File: config.mk
export PLATFORM = sky130hd
export DESIGN_NAME = consensus_formation_velocity
export DESIGN_NICKNAME = d
export VERILOG_FILES = /design/src/rtl/cfv_pkg.sv /design/src/rtl/cfv_regs.sv /design/src/rtl/cfv_table.sv /design/src/rtl/cfv_accum.sv /design/src/rtl/cfv_ctrl.sv /design/src/rtl/consensus_formation_velocity.sv
export SDC_FILE = /design/constraint.sdc
export NUM_CORES = 2
export LEC_CHECK = 0
export ABC_AREA = 1
export ABC_CLOCK_PERIOD_IN_PS = 10000
export BUFFER_PORTS_ARGS = -buffer_cell sky130_fd_sc_hd__buf_2
export CELL_PAD_IN_SITES_DETAIL_PLACEMENT = 1
export CELL_PAD_IN_SITES_GLOBAL_PLACEMENT = 2
export CORE_ASPECT_RATIO = 0.8
export CORE_MARGIN = 5
export CORE_UTILIZATION = 29
export CTS_CLUSTER_DIAMETER = 100
export CTS_CLUSTER_SIZE = 12
export DETAILED_ROUTE_END_ITERATION = 12
export PLACE_DENSITY = 0.65
export SYNTH_ARGS = -nofsm -noshare
export SYNTH_HDL_FRONTEND = slang
export SYNTH_SLANG_ARGS = --single-unit
File: constraint.sdc
create_clock -name clk -period 10 [get_ports clk]
set_clock_uncertainty 0.15 [all_clocks]
set_input_delay 2 -clock clk [delete_from_list [all_inputs] [get_ports clk]]
set_output_delay 2 -clock clk [all_outputs]
set_load 0.005 [all_outputs]
File: src/rtl/cfv_pkg.sv
`timescale 1ns / 1ps
package cfv_pkg;

  // Table depth and the widths that follow from it.
  localparam int MAX_NODES = 16;
  localparam int IDX_W     = $clog2(MAX_NODES);
  localparam int CNT_W     = $clog2(MAX_NODES + 1);

  // Fixed field widths.
  localparam int CMD_W = 2;
  localparam int ID_W  = 8;
  localparam int TOT_W = 5;
  localparam int POS_W = 32;
  localparam int CMP_W = (CNT_W > TOT_W) ? CNT_W : TOT_W;

  // Datapath widths: a difference of two positions, a term of the sum,
  // and the sum over all table entries.
  localparam int DIF_W = POS_W + 1;
  localparam int TRM_W = POS_W + 2;
  localparam int ACC_W = TRM_W + IDX_W;

  // Configuration port.
  localparam int APB_AW    = 4;
  localparam int APB_DW    = 32;
  localparam int REG_IDX_W = APB_AW - 2;

  localparam logic [REG_IDX_W-1:0] REG_OWN_ID     = 2'd0;
  localparam logic [REG_IDX_W-1:0] REG_NODE_TOTAL = 2'd1;
  localparam logic [REG_IDX_W-1:0] REG_LEAD_ID    = 2'd2;

  typedef enum logic [CMD_W-1:0] {
    CMD_ANNOUNCE = 2'd0,
    CMD_REPORT   = 2'd1,
    CMD_TICK     = 2'd2,
    CMD_NONE     = 2'd3
  } cmd_t;

  typedef struct packed {
    logic [ID_W-1:0]  own_id;
    logic [TOT_W-1:0] node_total;
    logic [ID_W-1:0]  lead_id;
  } cfg_t;

  typedef struct packed {
    logic [IDX_W-1:0]        rd_addr;
    logic                    ann_we;
    logic [IDX_W-1:0]        ann_addr;
    logic                    lat_we;
    logic [IDX_W-1:0]        lat_addr;
    logic                    lat_clr;
    logic [ID_W-1:0]         wr_id;
    logic signed [POS_W-1:0] wr_x;
    logic signed [POS_W-1:0] wr_y;
  } tbl_ctl_t;

  typedef struct packed {
    logic [ID_W-1:0]         id;
    logic signed [POS_W-1:0] fx;
    logic signed [POS_W-1:0] fy;
    logic signed [POS_W-1:0] lx;
    logic signed [POS_W-1:0] ly;
  } tbl_rd_t;

  typedef struct packed {
    logic                    start;
    logic                    add;
    logic signed [POS_W-1:0] own_x;
    logic signed [POS_W-1:0] own_y;
    logic signed [POS_W-1:0] ref_x;
    logic signed [POS_W-1:0] ref_y;
  } acc_ctl_t;

  typedef struct packed {
    logic                    load;
    logic                    use_acc;
    logic                    full;
    logic                    ready;
    logic signed [POS_W-1:0] yaw;
  } res_t;

endpackage

File: src/rtl/cfv_regs.sv
`timescale 1ns / 1ps
module cfv_regs import cfv_pkg::*; (
  input  logic              clk,
  input  logic              rst,
  input  logic              psel,
  input  logic              penable,
  input  logic              pwrite,
  input  logic [APB_AW-1:0] paddr,
  input  logic [APB_DW-1:0] pwdata,
  output logic [APB_DW-1:0] prdata,
  output logic              pready,
  output cfg_t              cfg
);

  logic [REG_IDX_W-1:0] reg_idx;
  logic                 wr_en;
  logic [ID_W-1:0]      own_id;
  logic [TOT_W-1:0]     node_total;
  logic [ID_W-1:0]      lead_id;

  assign reg_idx = paddr[APB_AW-1:2];
  assign pready  = 1'b1;
  assign wr_en   = psel & penable & pwrite & pready;

  always_ff @(posedge clk) begin
    if (rst) begin
      own_id     <= ID_W'(1);
      node_total <= TOT_W'(1);
      lead_id    <= '0;
    end else if (wr_en) begin
      case (reg_idx)
        REG_OWN_ID:     own_id     <= pwdata[ID_W-1:0];
        REG_NODE_TOTAL: node_total <= pwdata[TOT_W-1:0];
        REG_LEAD_ID:    lead_id    <= pwdata[ID_W-1:0];
        default: begin
        end
      endcase
    end
  end

  always_comb begin
    case (reg_idx)
      REG_OWN_ID:     prdata = APB_DW'(own_id);
      REG_NODE_TOTAL: prdata = APB_DW'(node_total);
      REG_LEAD_ID:    prdata = APB_DW'(lead_id);
      default:        prdata = '0;
    endcase
  end

  always_comb begin
    cfg.own_id     = own_id;
    cfg.node_total = node_total;
    cfg.lead_id    = lead_id;
  end

endmodule

File: src/rtl/cfv_table.sv
`timescale 1ns / 1ps
module cfv_table import cfv_pkg::*; (
  input  logic     clk,
  input  logic     rst,
  input  tbl_ctl_t ctl,
  output tbl_rd_t  rd
);

  logic [ID_W-1:0]         node_ids [MAX_NODES];
  logic signed [POS_W-1:0] form_x   [MAX_NODES];
  logic signed [POS_W-1:0] form_y   [MAX_NODES];
  logic signed [POS_W-1:0] lat_x    [MAX_NODES];
  logic signed [POS_W-1:0] lat_y    [MAX_NODES];
  logic [MAX_NODES-1:0]    lat_vld;

  logic [ID_W-1:0]         id_q;
  logic signed [POS_W-1:0] fx_q, fy_q, lx_q, ly_q;
  logic                    lv_q;

  // Storage with one write port per array and a registered read.
  always_ff @(posedge clk) begin
    if (ctl.ann_we) begin
      node_ids[ctl.ann_addr] <= ctl.wr_id;
      form_x[ctl.ann_addr]   <= ctl.wr_x;
      form_y[ctl.ann_addr]   <= ctl.wr_y;
    end
    if (ctl.lat_we) begin
      lat_x[ctl.lat_addr] <= ctl.wr_x;
      lat_y[ctl.lat_addr] <= ctl.wr_y;
    end
    id_q <= node_ids[ctl.rd_addr];
    fx_q <= form_x[ctl.rd_addr];
    fy_q <= form_y[ctl.rd_addr];
    lx_q <= lat_x[ctl.rd_addr];
    ly_q <= lat_y[ctl.rd_addr];
    lv_q <= lat_vld[ctl.rd_addr];
  end

  // A latest position that was never reported since the last build reads as zero.
  always_ff @(posedge clk) begin
    if (rst) begin
      lat_vld <= '0;
    end else if (ctl.lat_clr) begin
      lat_vld <= '0;
    end else if (ctl.lat_we) begin
      lat_vld[ctl.lat_addr] <= 1'b1;
    end
  end

  always_comb begin
    rd.id = id_q;
    rd.fx = fx_q;
    rd.fy = fy_q;
    rd.lx = lv_q ? lx_q : '0;
    rd.ly = lv_q ? ly_q : '0;
  end

endmodule

File: src/rtl/cfv_accum.sv
`timescale 1ns / 1ps
module cfv_accum import cfv_pkg::*; (
  input  logic                    clk,
  input  logic                    rst,
  input  acc_ctl_t                ctl,
  input  logic signed [POS_W-1:0] lat_x,
  input  logic signed [POS_W-1:0] lat_y,
  input  logic signed [POS_W-1:0] form_x,
  input  logic signed [POS_W-1:0] form_y,
  output logic                    busy,
  output logic signed [POS_W-1:0] sum_x,
  output logic signed [POS_W-1:0] sum_y
);

  logic                    a_vld, b_vld;
  logic signed [DIF_W-1:0] kx, ky, ux, uy;
  logic signed [TRM_W-1:0] vx, vy;
  logic signed [ACC_W-1:0] accx, accy;

  function automatic logic signed [POS_W-1:0] sat(input logic signed [ACC_W-1:0] v);
    logic [ACC_W-POS_W:0] hi_bits;
    hi_bits = v[ACC_W-1:POS_W-1];
    if (hi_bits == '0 || hi_bits == '1) begin
      sat = v[POS_W-1:0];
    end else if (v[ACC_W-1]) begin
      sat = {1'b1, {(POS_W-1){1'b0}}};
    end else begin
      sat = {1'b0, {(POS_W-1){1'b1}}};
    end
  endfunction

  always_ff @(posedge clk) begin
    if (rst) begin
      a_vld <= 1'b0;
      b_vld <= 1'b0;
    end else begin
      a_vld <= ctl.add;
      b_vld <= a_vld;
    end
  end

  // Three adder stages: latest minus formation, minus the own term, into the sum.
  always_ff @(posedge clk) begin
    ux <= {lat_x[POS_W-1], lat_x} - {form_x[POS_W-1], form_x};
    uy <= {lat_y[POS_W-1], lat_y} - {form_y[POS_W-1], form_y};
    vx <= {ux[DIF_W-1], ux} - {kx[DIF_W-1], kx};
    vy <= {uy[DIF_W-1], uy} - {ky[DIF_W-1], ky};
    if (ctl.start) begin
      kx   <= {ctl.own_x[POS_W-1], ctl.own_x} - {ctl.ref_x[POS_W-1], ctl.ref_x};
      ky   <= {ctl.own_y[POS_W-1], ctl.own_y} - {ctl.ref_y[POS_W-1], ctl.ref_y};
      accx <= '0;
      accy <= '0;
    end else if (b_vld) begin
      accx <= accx + {{(ACC_W-TRM_W){vx[TRM_W-1]}}, vx};
      accy <= accy + {{(ACC_W-TRM_W){vy[TRM_W-1]}}, vy};
    end
  end

  assign busy  = a_vld | b_vld;
  assign sum_x = sat(accx);
  assign sum_y = sat(accy);

endmodule

File: src/rtl/cfv_ctrl.sv
`timescale 1ns / 1ps
module cfv_ctrl import cfv_pkg::*; (
  input  logic                    clk,
  input  logic                    rst,
  input  logic                    item_take,
  input  cmd_t                    command,
  input  logic [ID_W-1:0]         node_id,
  input  logic signed [POS_W-1:0] pos_x,
  input  logic signed [POS_W-1:0] pos_y,
  input  logic signed [POS_W-1:0] yaw_in,
  input  logic                    report_valid,
  input  cfg_t                    cfg,
  input  tbl_rd_t                 rd,
  input  logic                    acc_busy,
  input  logic                    res_free,
  output logic                    busy,
  output tbl_ctl_t                tbl,
  output acc_ctl_t                acc,
  output res_t                    res
);

  typedef enum logic [2:0] {
    ST_IDLE,
    ST_SCAN,
    ST_APPEND,
    ST_BUILD,
    ST_DONE
  } state_t;

  state_t                  state;
  cmd_t                    item_cmd;
  logic [ID_W-1:0]         item_id;
  logic signed [POS_W-1:0] item_x, item_y;
  logic [CNT_W-1:0]        node_count, cons_len, idx, lim, count_inc;
  logic [IDX_W-1:0]        s2_idx;
  logic                    s2_vld, found, full, use_acc, cons_valid;
  logic [ID_W-1:0]         cons_own;
  logic signed [POS_W-1:0] cons_fx, cons_fy, ref_yaw;
  logic                    scanning, issue, count_hit, inc_hit, at_max;
  logic                    scan_end, s2_member, s2_match;

  assign scanning  = (state == ST_SCAN) || (state == ST_BUILD);
  assign issue     = scanning && (idx < lim);
  assign count_inc = node_count + CNT_W'(1);
  assign count_hit = CMP_W'(node_count) == CMP_W'(cfg.node_total);
  assign inc_hit   = CMP_W'(count_inc) == CMP_W'(cfg.node_total);
  assign at_max    = node_count == CNT_W'(MAX_NODES);
  assign scan_end  = (idx == lim) && !s2_vld && !(item_cmd == CMD_TICK && acc_busy);
  assign s2_member = s2_vld && (rd.id != cons_own);
  assign s2_match  = rd.id == item_id;
  assign busy      = state != ST_IDLE;

  always_comb begin
    tbl.rd_addr  = idx[IDX_W-1:0];
    tbl.ann_we   = state == ST_APPEND;
    tbl.ann_addr = node_count[IDX_W-1:0];
    tbl.lat_we   = (state == ST_SCAN) && (item_cmd == CMD_REPORT) && s2_member && s2_match;
    tbl.lat_addr = s2_idx;
    tbl.lat_clr  = (state == ST_BUILD) && scan_end && found;
    tbl.wr_id    = item_id;
    tbl.wr_x     = item_x;
    tbl.wr_y     = item_y;
    acc.start    = item_take && (command == CMD_TICK);
    acc.add      = (state == ST_SCAN) && (item_cmd == CMD_TICK) && s2_member;
    acc.own_x    = pos_x;
    acc.own_y    = pos_y;
    acc.ref_x    = cons_fx;
    acc.ref_y    = cons_fy;
    res.load     = (state == ST_DONE) && res_free;
    res.use_acc  = use_acc;
    res.full     = full;
    res.ready    = count_hit;
    res.yaw      = ref_yaw;
  end

  always_ff @(posedge clk) begin
    if (rst) begin
      state      <= ST_IDLE;
      node_count <= '0;
      cons_valid <= 1'b0;
      cons_len   <= '0;
      cons_own   <= '0;
      ref_yaw    <= '0;
      s2_vld     <= 1'b0;
      idx        <= '0;
      lim        <= '0;
      found      <= 1'b0;
      full       <= 1'b0;
      use_acc    <= 1'b0;
    end else begin
      s2_vld <= issue;
      s2_idx <= idx[IDX_W-1:0];
      if (issue) begin
        idx <= idx + CNT_W'(1);
      end
      case (state)
        ST_IDLE: begin
          if (item_take) begin
            item_cmd <= command;
            item_id  <= node_id;
            item_x   <= pos_x;
            item_y   <= pos_y;
            found    <= 1'b0;
            full     <= 1'b0;
            idx      <= '0;
            use_acc  <= (command == CMD_TICK) && count_hit && cons_valid;
            if ((command == CMD_REPORT) && report_valid && (node_id == cfg.lead_id)) begin
              ref_yaw <= yaw_in;
            end
            case (command)
              CMD_ANNOUNCE: begin
                lim   <= node_count;
                state <= ST_SCAN;
              end
              CMD_REPORT: begin
                lim   <= cons_len;
                state <= (report_valid && cons_valid) ? ST_SCAN : ST_DONE;
              end
              CMD_TICK: begin
                lim   <= cons_len;
                state <= (count_hit && cons_valid) ? ST_SCAN : ST_DONE;
              end
              default: begin
                lim   <= '0;
                state <= ST_DONE;
              end
            endcase
          end
        end
        ST_SCAN: begin
          if (s2_vld && (item_cmd == CMD_ANNOUNCE) && s2_match) begin
            found <= 1'b1;
          end
          if (scan_end) begin
            if ((item_cmd == CMD_ANNOUNCE) && !found) begin
              if (at_max) begin
                full  <= 1'b1;
                state <= ST_DONE;
              end else begin
                state <= ST_APPEND;
              end
            end else begin
              state <= ST_DONE;
            end
          end
        end
        ST_APPEND: begin
          node_count <= count_inc;
          idx        <= '0;
          lim        <= count_inc;
          found      <= 1'b0;
          state      <= inc_hit ? ST_BUILD : ST_DONE;
        end
        ST_BUILD: begin
          if (s2_vld && (rd.id == cfg.own_id) && !found) begin
            found   <= 1'b1;
            cons_fx <= rd.fx;
            cons_fy <= rd.fy;
          end
          if (scan_end) begin
            cons_valid <= found;
            if (found) begin
              cons_len <= node_count;
              cons_own <= cfg.own_id;
            end
            state <= ST_DONE;
          end
        end
        ST_DONE: begin
          if (res_free) begin
            state <= ST_IDLE;
          end
        end
        default: state <= ST_IDLE;
      endcase
    end
  end

  a_count_bound: assert property (@(posedge clk) disable iff (rst)
    node_count <= CNT_W'(MAX_NODES))
    else $error("node count beyond table depth");

  a_append_room: assert property (@(posedge clk) disable iff (rst)
    (state == ST_APPEND) |-> !at_max)
    else $error("append into a full table");

  a_latest_write: assert property (@(posedge clk) disable iff (rst)
    tbl.lat_we |-> (cons_valid && (item_cmd == CMD_REPORT)))
    else $error("latest position written outside a report");

  a_read_source: assert property (@(posedge clk) disable iff (rst)
    s2_vld |-> $past(scanning))
    else $error("table read data flagged without a scan");

endmodule

File: src/rtl/consensus_formation_velocity.sv
`timescale 1ns / 1ps
// Channel   Handshake                   Transfer when               Payload
// config    psel/penable/pwrite/pready  psel & penable & pready     paddr, pwdata, prdata
// item      item_valid / item_stall     item_valid & !item_stall    command .. report_valid
// result    result_valid / result_stall result_valid & !result_stall vel_x .. leader_is_self
//
// One sequencer walks the node table one entry per cycle. With n entries held and m in the
// consensus set, an announce walks all n entries, and an appended one walks them again when
// it completes the formation; a valid report once the set exists and a ready tick walk the m
// entries, the tick also waiting on the adder chain. Other items skip the walk.
// Reset is synchronous: the table starts empty and needs no clearing pass.
// A stalled result register holds the sequencer in its last state, item_stall still high.
module consensus_formation_velocity import cfv_pkg::*; (
  input  logic                    clk,
  input  logic                    rst,
  input  logic                    psel,
  input  logic                    penable,
  input  logic                    pwrite,
  input  logic [APB_AW-1:0]       paddr,
  input  logic [APB_DW-1:0]       pwdata,
  output logic [APB_DW-1:0]       prdata,
  output logic                    pready,
  input  logic                    item_valid,
  output logic                    item_stall,
  input  logic [CMD_W-1:0]        command,
  input  logic [ID_W-1:0]         node_id,
  input  logic signed [POS_W-1:0] pos_x,
  input  logic signed [POS_W-1:0] pos_y,
  input  logic signed [POS_W-1:0] yaw_in,
  input  logic                    report_valid,
  output logic                    result_valid,
  input  logic                    result_stall,
  output logic signed [POS_W-1:0] vel_x,
  output logic signed [POS_W-1:0] vel_y,
  output logic signed [POS_W-1:0] yaw_out,
  output logic                    formation_ready,
  output logic                    table_full,
  output logic                    leader_is_self
);

  cfg_t                    cfg;
  tbl_ctl_t                tbl_ctl;
  tbl_rd_t                 tbl_rd;
  acc_ctl_t                acc_ctl;
  res_t                    res;
  logic                    busy, acc_busy, item_take, res_free;
  logic signed [POS_W-1:0] sum_x, sum_y;

  // The sequencer takes one item at a time; the result register lets it
  // finish the next item while an older result still waits downstream.
  assign item_stall = busy;
  assign item_take  = item_valid && !busy;
  assign res_free   = !result_valid || !result_stall;

  cfv_regs u_regs (
    .clk     (clk),
    .rst     (rst),
    .psel    (psel),
    .penable (penable),
    .pwrite  (pwrite),
    .paddr   (paddr),
    .pwdata  (pwdata),
    .prdata  (prdata),
    .pready  (pready),
    .cfg     (cfg)
  );

  cfv_ctrl u_ctrl (
    .clk          (clk),
    .rst          (rst),
    .item_take    (item_take),
    .command      (cmd_t'(command)),
    .node_id      (node_id),
    .pos_x        (pos_x),
    .pos_y        (pos_y),
    .yaw_in       (yaw_in),
    .report_valid (report_valid),
    .cfg          (cfg),
    .rd           (tbl_rd),
    .acc_busy     (acc_busy),
    .res_free     (res_free),
    .busy         (busy),
    .tbl          (tbl_ctl),
    .acc          (acc_ctl),
    .res          (res)
  );

  cfv_table u_table (
    .clk (clk),
    .rst (rst),
    .ctl (tbl_ctl),
    .rd  (tbl_rd)
  );

  // The shared adder chain sums every member's term of the consensus law
  // during a tick, both axes side by side.
  cfv_accum u_accum (
    .clk    (clk),
    .rst    (rst),
    .ctl    (acc_ctl),
    .lat_x  (tbl_rd.lx),
    .lat_y  (tbl_rd.ly),
    .form_x (tbl_rd.fx),
    .form_y (tbl_rd.fy),
    .busy   (acc_busy),
    .sum_x  (sum_x),
    .sum_y  (sum_y)
  );

  // Result register. Velocity is zero unless the item was a tick while the
  // formation was ready and the own node had been found in the table.
  always_ff @(posedge clk) begin
    if (rst) begin
      result_valid <= 1'b0;
    end else if (res.load) begin
      result_valid <= 1'b1;
    end else if (!result_stall) begin
      result_valid <= 1'b0;
    end
  end

  always_ff @(posedge clk) begin
    if (res.load) begin
      vel_x           <= res.use_acc ? sum_x : '0;
      vel_y           <= res.use_acc ? sum_y : '0;
      yaw_out         <= res.yaw;
      formation_ready <= res.ready;
      table_full      <= res.full;
      leader_is_self  <= cfg.lead_id == cfg.own_id;
    end
  end

endmodule
; ---- Yosys cells after proc, flatten, opt, wreduce, memory -nomap -nowiden
; Memories as Yosys holds them, arrays and structs flattened. A register that Yosys moved wholly into a read port is not among the register bits.
; Cells that the tools add are included.
[word_totals]
memories = 5
regBits = 626
elab_cells = 199
out_inout_bits = 134
ramBits = 2176
[memory_table]
columns = name, words, width, read_ports, rd_ports_with_merged_regs, write_ports, line
row1 = u_table.form_x, 16, 32, 1, 1, 1, cfv_table.sv:10  ; logic signed [POS_W-1:0] form_x [MAX_NODES];
row2 = u_table.form_y, 16, 32, 1, 1, 1, cfv_table.sv:11  ; logic signed [POS_W-1:0] form_y [MAX_NODES];
row3 = u_table.lat_x, 16, 32, 1, 1, 1, cfv_table.sv:12  ; logic signed [POS_W-1:0] lat_x [MAX_NODES];
row4 = u_table.lat_y, 16, 32, 1, 1, 1, cfv_table.sv:13  ; logic signed [POS_W-1:0] lat_y [MAX_NODES];
row5 = u_table.node_ids, 16, 8, 1, 1, 1, cfv_table.sv:9  ; logic [ID_W-1:0] node_ids [MAX_NODES];
[classes]
bitwise_logic = 5
add_sub_neg = 10
n_eq_ne = 30
mux = 42
order_cmp = 4
n_reduce_logical = 62
[op_table]
columns = operator, n
row1 = $mux 32, 6
row2 = $sub 32x32->33, 4
row3 = $add 38x38->38, 2
row4 = $sub 33x33->34, 2
row5 = $eq 8x8->1, 4
row6 = $pmux 5 s2, 3
row7 = $logic_and 1x1->1, 27
row8 = $mux 3, 9
row9 = $pmux 8 s3, 1
row10 = $or 16x16->16, 1
row11 = $eq 5x5->1, 3
row12 = $mux 5, 3
row13 = $pmux 3 s5, 1
row14 = $eq 7x7->1 const B, 2
row15 = $logic_not 7->1, 2
row16 = $mux 1, 14
row17 = $ne 2x1->1 const B, 6
row18 = $reduce_and 2->1, 6
row19 = $reduce_and 3->1, 4
row20 = $add 5x1->5 const B, 2
row21 = $lt 4x5->1 const B, 2
row22 = $pmux 3 s3, 1
row23 = $ne 8x8->1, 1
row24 = $reduce_and 4->1, 2
row25 = 25 further kinds, 45

; ---- Logic depth before layout (Yosys ltp)
[logic_depth]
depth_word = 7
ltp_mapped = 16

; ---- Modules after synthesis
; From an unflattened synthesis, not the netlist that was laid out.
[hier_totals]
hier_cells = 13669
hier_area_um2 = 133145.2
[by_module_without_submodules]
columns = mod, area_per_inst_um2, instances, cells_each
row1 = cfv_table, 93618.5, 1, 8384
row2 = cfv_accum, 26046.2, 1, 4063
row3 = cfv_ctrl, 8520.7, 1, 756
row4 = consensus_formation_velocity, 3737.3, 1, 284
row5 = cfv_regs, 1222.4, 1, 182

; ---- Worst setup path before layout
; OpenSTA, ideal clock, no wires.
[synth_path]
path_type = input-to-reg
start = in rst
end = reg u_ctrl.cons_fx[0] (enable)
cell_stages = 2
arrival_ns = 6.594
n_path_buf = 1
setup_ns = 0.565
path_slack_ns = 2.692
cell_sequence = clkbuf_1 nor3_1
[synth_between]
elab_chain_cells = 2
[synth_rtl]
columns = element, line
row1 = "start, declared", consensus_formation_velocity.sv:15  ; input logic rst,
row2 = $not 1->1 (no source line), -
row3 = $reduce_and 3->1 (no source line), -
row4 = "end signal, assigned", cfv_ctrl.sv:157  ; cons_fx <= rd.fx;
row5 = "end, declared", cfv_ctrl.sv:38  ; logic signed [POS_W-1:0] cons_fx, cons_fy, ref_yaw;
; Every way passes these cells.
; A chain may end at the register's enable or synchronous reset.

==> impl_metrics.yaml <==
routing:
  drt_iter0_markers: 8041
  drc: 0
  firstDrtPassIters: 5
  wire_per_inst_um: 25.5
  vias_per_cell: 5.11
  vias: 89500
  ant_nets: 0
  totalWireLength_um: 447000
floorplanning:
  rows: 216
  placeableCoreArea_um2: 432000
  fp.dieH_um: 599
  die_w_um: 746
  dieArea_um2: 446000
  start_util_pct: 29.1
  ios: 284
clock_network:
  cts_root_buf: "clkbuf_16"
  numCtsBuffers: 287
  cts_max_level: 5
  cts_post_setup_buffers_inserted: 0
  cts.repair.resized: 0
  cts_buffer_depth: 4
  cts_tree: "done"
  cts_hold_buf: 0
  path_clk_slew_ps: 60
  clkLatencyLatePin_ps: 930
  cts_sinks: 2938
timing:
  final.setup.tns_ps: 0
  drv_slew: 0
  max-slew-margin-rel_pct: 2.42
  fin_crit_sh_pct: 50.6
  tightest_slew_ps: 1460
  setup_viol: 0
  rsz0062_at_grt: "no"
  hold_violations: 0
  maxClockFrequency_ghz: 0.198
  min_period_ps: 5060
yosys:
  yosysWarnings: 0
  synthTopCellsByCount: "edfxtp_1, nor2_1, nand2_1, o21ai_0, inv_1"
  synth_top_area_share_pct: 59.4
  synthCells: 11400
  async_reset_ff_share_pct: 0
  synth_area_um2: 126000
  yosysMostFrequentCell: "edfxtp_1"
  synth-seq-cells: 2938
  synth_edf_count: 2483
  synth.distinct_cells: 51
  yosysTopAreaCell: "edfxtp_1"
  avgSynthCellArea_um2: 11.0
  synth_area_leaders: "edfxtp_1, dfxtp_1, o21ai_0"
  synth-main-ff-cell: "edfxtp_1"
  ys_seq_area_share_pct: 66.6
hold_path:
  worstHoldEndpoint: "u_accum.b_vld"
  holdPathStages: 2
  hold_start: "u_accum.a_vld"
  hold_path.class: "flop to flop"
finish:
  layout.nets: 12000
  nFillCells: 47400
  layout-drive-gt1-share_pct: 6.45
  area.growth.synth_to_final_pct: 12.8
  multi_input_area_um2: 36600
  seq_area_um2: 83700
pwr:
  power.leakage_nw: 51.3
  peakVddDrop_v: 0.000122
  power.total_mw: 24.7
  p_per_area_nw_per_um2: 174
global_route:
  antenna_found_initial: 34
  first_global_vias: 91300
  grt_usage_pct: 19.3
  grt_pass1_wl_um: 645000
  grt_max_degree: 207
  grt-ovfl-total: 0
setup_path:
  worst-path-buf-inv: 4
  required_ps: 10700
  path_delay_family: "buffers and inverters"
  crit_chain: "buf_4 > buf_4 > buf_4 > buf_4 > o21ai_0 > o221ai_1 > nand3_1 > nand3_1"
  crit_type: "flop to flop"
  r2r-start: "u_ctrl.idx[0]"
  worstPathArrival_ps: 5750
  cp-end-kind: "flop"
  crit_path_max_fanout: 89
  rr_endpoint: "u_table.ly_q[26]"
  cpPeakStageDelay_ps: 860
  rr_worst_depth: 8
  critPathLaunchType: "flop"
  reg2reg_slack_ps: 4940
  cp_slowest_cell: "buf_4"
  crit_top_cell: "buf_4"
placement:
  port_buffers: 232
  gp_congestion: 0.871
  dp_hpwl_um: 273000
run_status:
  status: "finished, final reports clean"
flow_run:
  maxCapViolCount: 0
-- how the worst max path moves through the flow --
stage	start	to	slack, ps	cells past startpoint
2_1_floorplan	rst	u_ctrl.cons_fx[0]	2690	2
3_3_place_gp	pos_x[0]	u_accum.kx[32]	4880	10
3_5_place_dp	pos_x[0]	u_accum.kx[32]	4850	10
4_1_cts	u_table.id_q[1]	u_table.lat_y[5][28]	4920	11
5_1_grt	u_ctrl.idx[0]	u_table.ly_q[25]	4690	8
6_report	u_ctrl.idx[0]	u_table.ly_q[26]	4940	8
-- power by group --
group / leakage, nW / switching (mW) / internal [mW]
Clock: 4.05 / 4.74 / 5.55
Combinational: 21.0 / 0.586 / 0.229
Sequential: 26.2 / 0.199 / 13.4
-- registers in the layout (all words and copies together), names as in the netlist, 33 cells and up --
register and flops:
u_accum.accx 38, u_accum.accy 38, u_accum.kx 33, u_accum.ky 33, u_accum.ux 33, u_accum.uy 33
u_accum.vx 34, u_accum.vy 34, u_table.form_x 512, u_table.form_y 512, u_table.lat_x 512, u_table.lat_y 512
u_table.node_ids 128
-- layout by cell type, fill, tap and decap left out, drive strengths merged, types with 7 or more instances in the layout --
cell,netlist,final
xnor2,46,46
diode,0,7
o211ai,72,72
nor3,73,73
o21bai,74,74
a211oi,12,12
conb,2,25
ha,284,284
clkbuf,373,472
and2,7,7
o21ai,1448,1448
fa,8,8
a21oi,493,493
nand4,67,67
buf,171,353
nand2,1585,1585
dfxtp,455,455
o221ai,217,217
a21o,20,20
nor4,16,16
o21a,20,20
o22ai,336,336
nor2,1593,1593
clkinv,3,15
nand3,449,449
a21boi,12,12
edfxtp,2483,2483
xor2,166,166
inv,889,907
-- logic make-up after synthesis --
group | Yosys count | share of synthesized area, %
XOR/XNOR | 212 | 1.48
adder cells (fa/ha/maj) | 292 | 2.96
AND/OR/NAND/NOR | 3796 | 12.2
AO/OA/AOI/OAI | 2719 | 12.3
flip-flops | 2938 | 66.6
buffers and inverters | 1436 | 4.52
other | 2 | 0.00598
-- worst register-to-register path: stages, from the launching register on --
cell and delay, ps:
dfxtp_4 660, buf_4 880, buf_4 760, buf_4 800
buf_4 870, o21ai_0 310, o221ai_1 290, nand3_1 190
nand3_1 130
-- metrics by stage --
stage          instances  utilization (%)  setup slack, ps  hold WS [ps]  area (µm²)
2_1_floorplan      11400                -             2690           253      126000
3_3_place_gp       17000             30.8             4880           252      133000
3_5_place_dp       17000             30.8             4850           267      133000
4_1_cts            17500             32.8             4920           269      142000
5_1_grt            17500             32.8             4690           280      142000
6_report           17500             32.8             4940           278      142000
-- layout make-up --
cell class / instances / share of cell area [%]
diodes: 7 / 0.0124
multi-input cells: 7044 / 25.8
flip-flops and latches: 2938 / 59.1
well taps: 5777 / 5.10
clock buffers: 472 / 5.66
repair buffers: 353 / 1.61
inverters: 892 / 2.39
clock inverters: 31 / 0.326
-- metal layers --
| layer | wire length, µm | GRT usage [%] | part of all wire, % |
|---|---|---|---|
| met5 | 82 | 0 | 0.018 |
| met2 | 198000 | 30.4 | 44 |
| met1 | 216000 | 28.5 | 48 |
| met4 | 11400 | 4.81 | 2.5 |
| met3 | 21800 | 2.04 | 4.9 |
No activity file was read; power rests on OpenSTA's default activity.
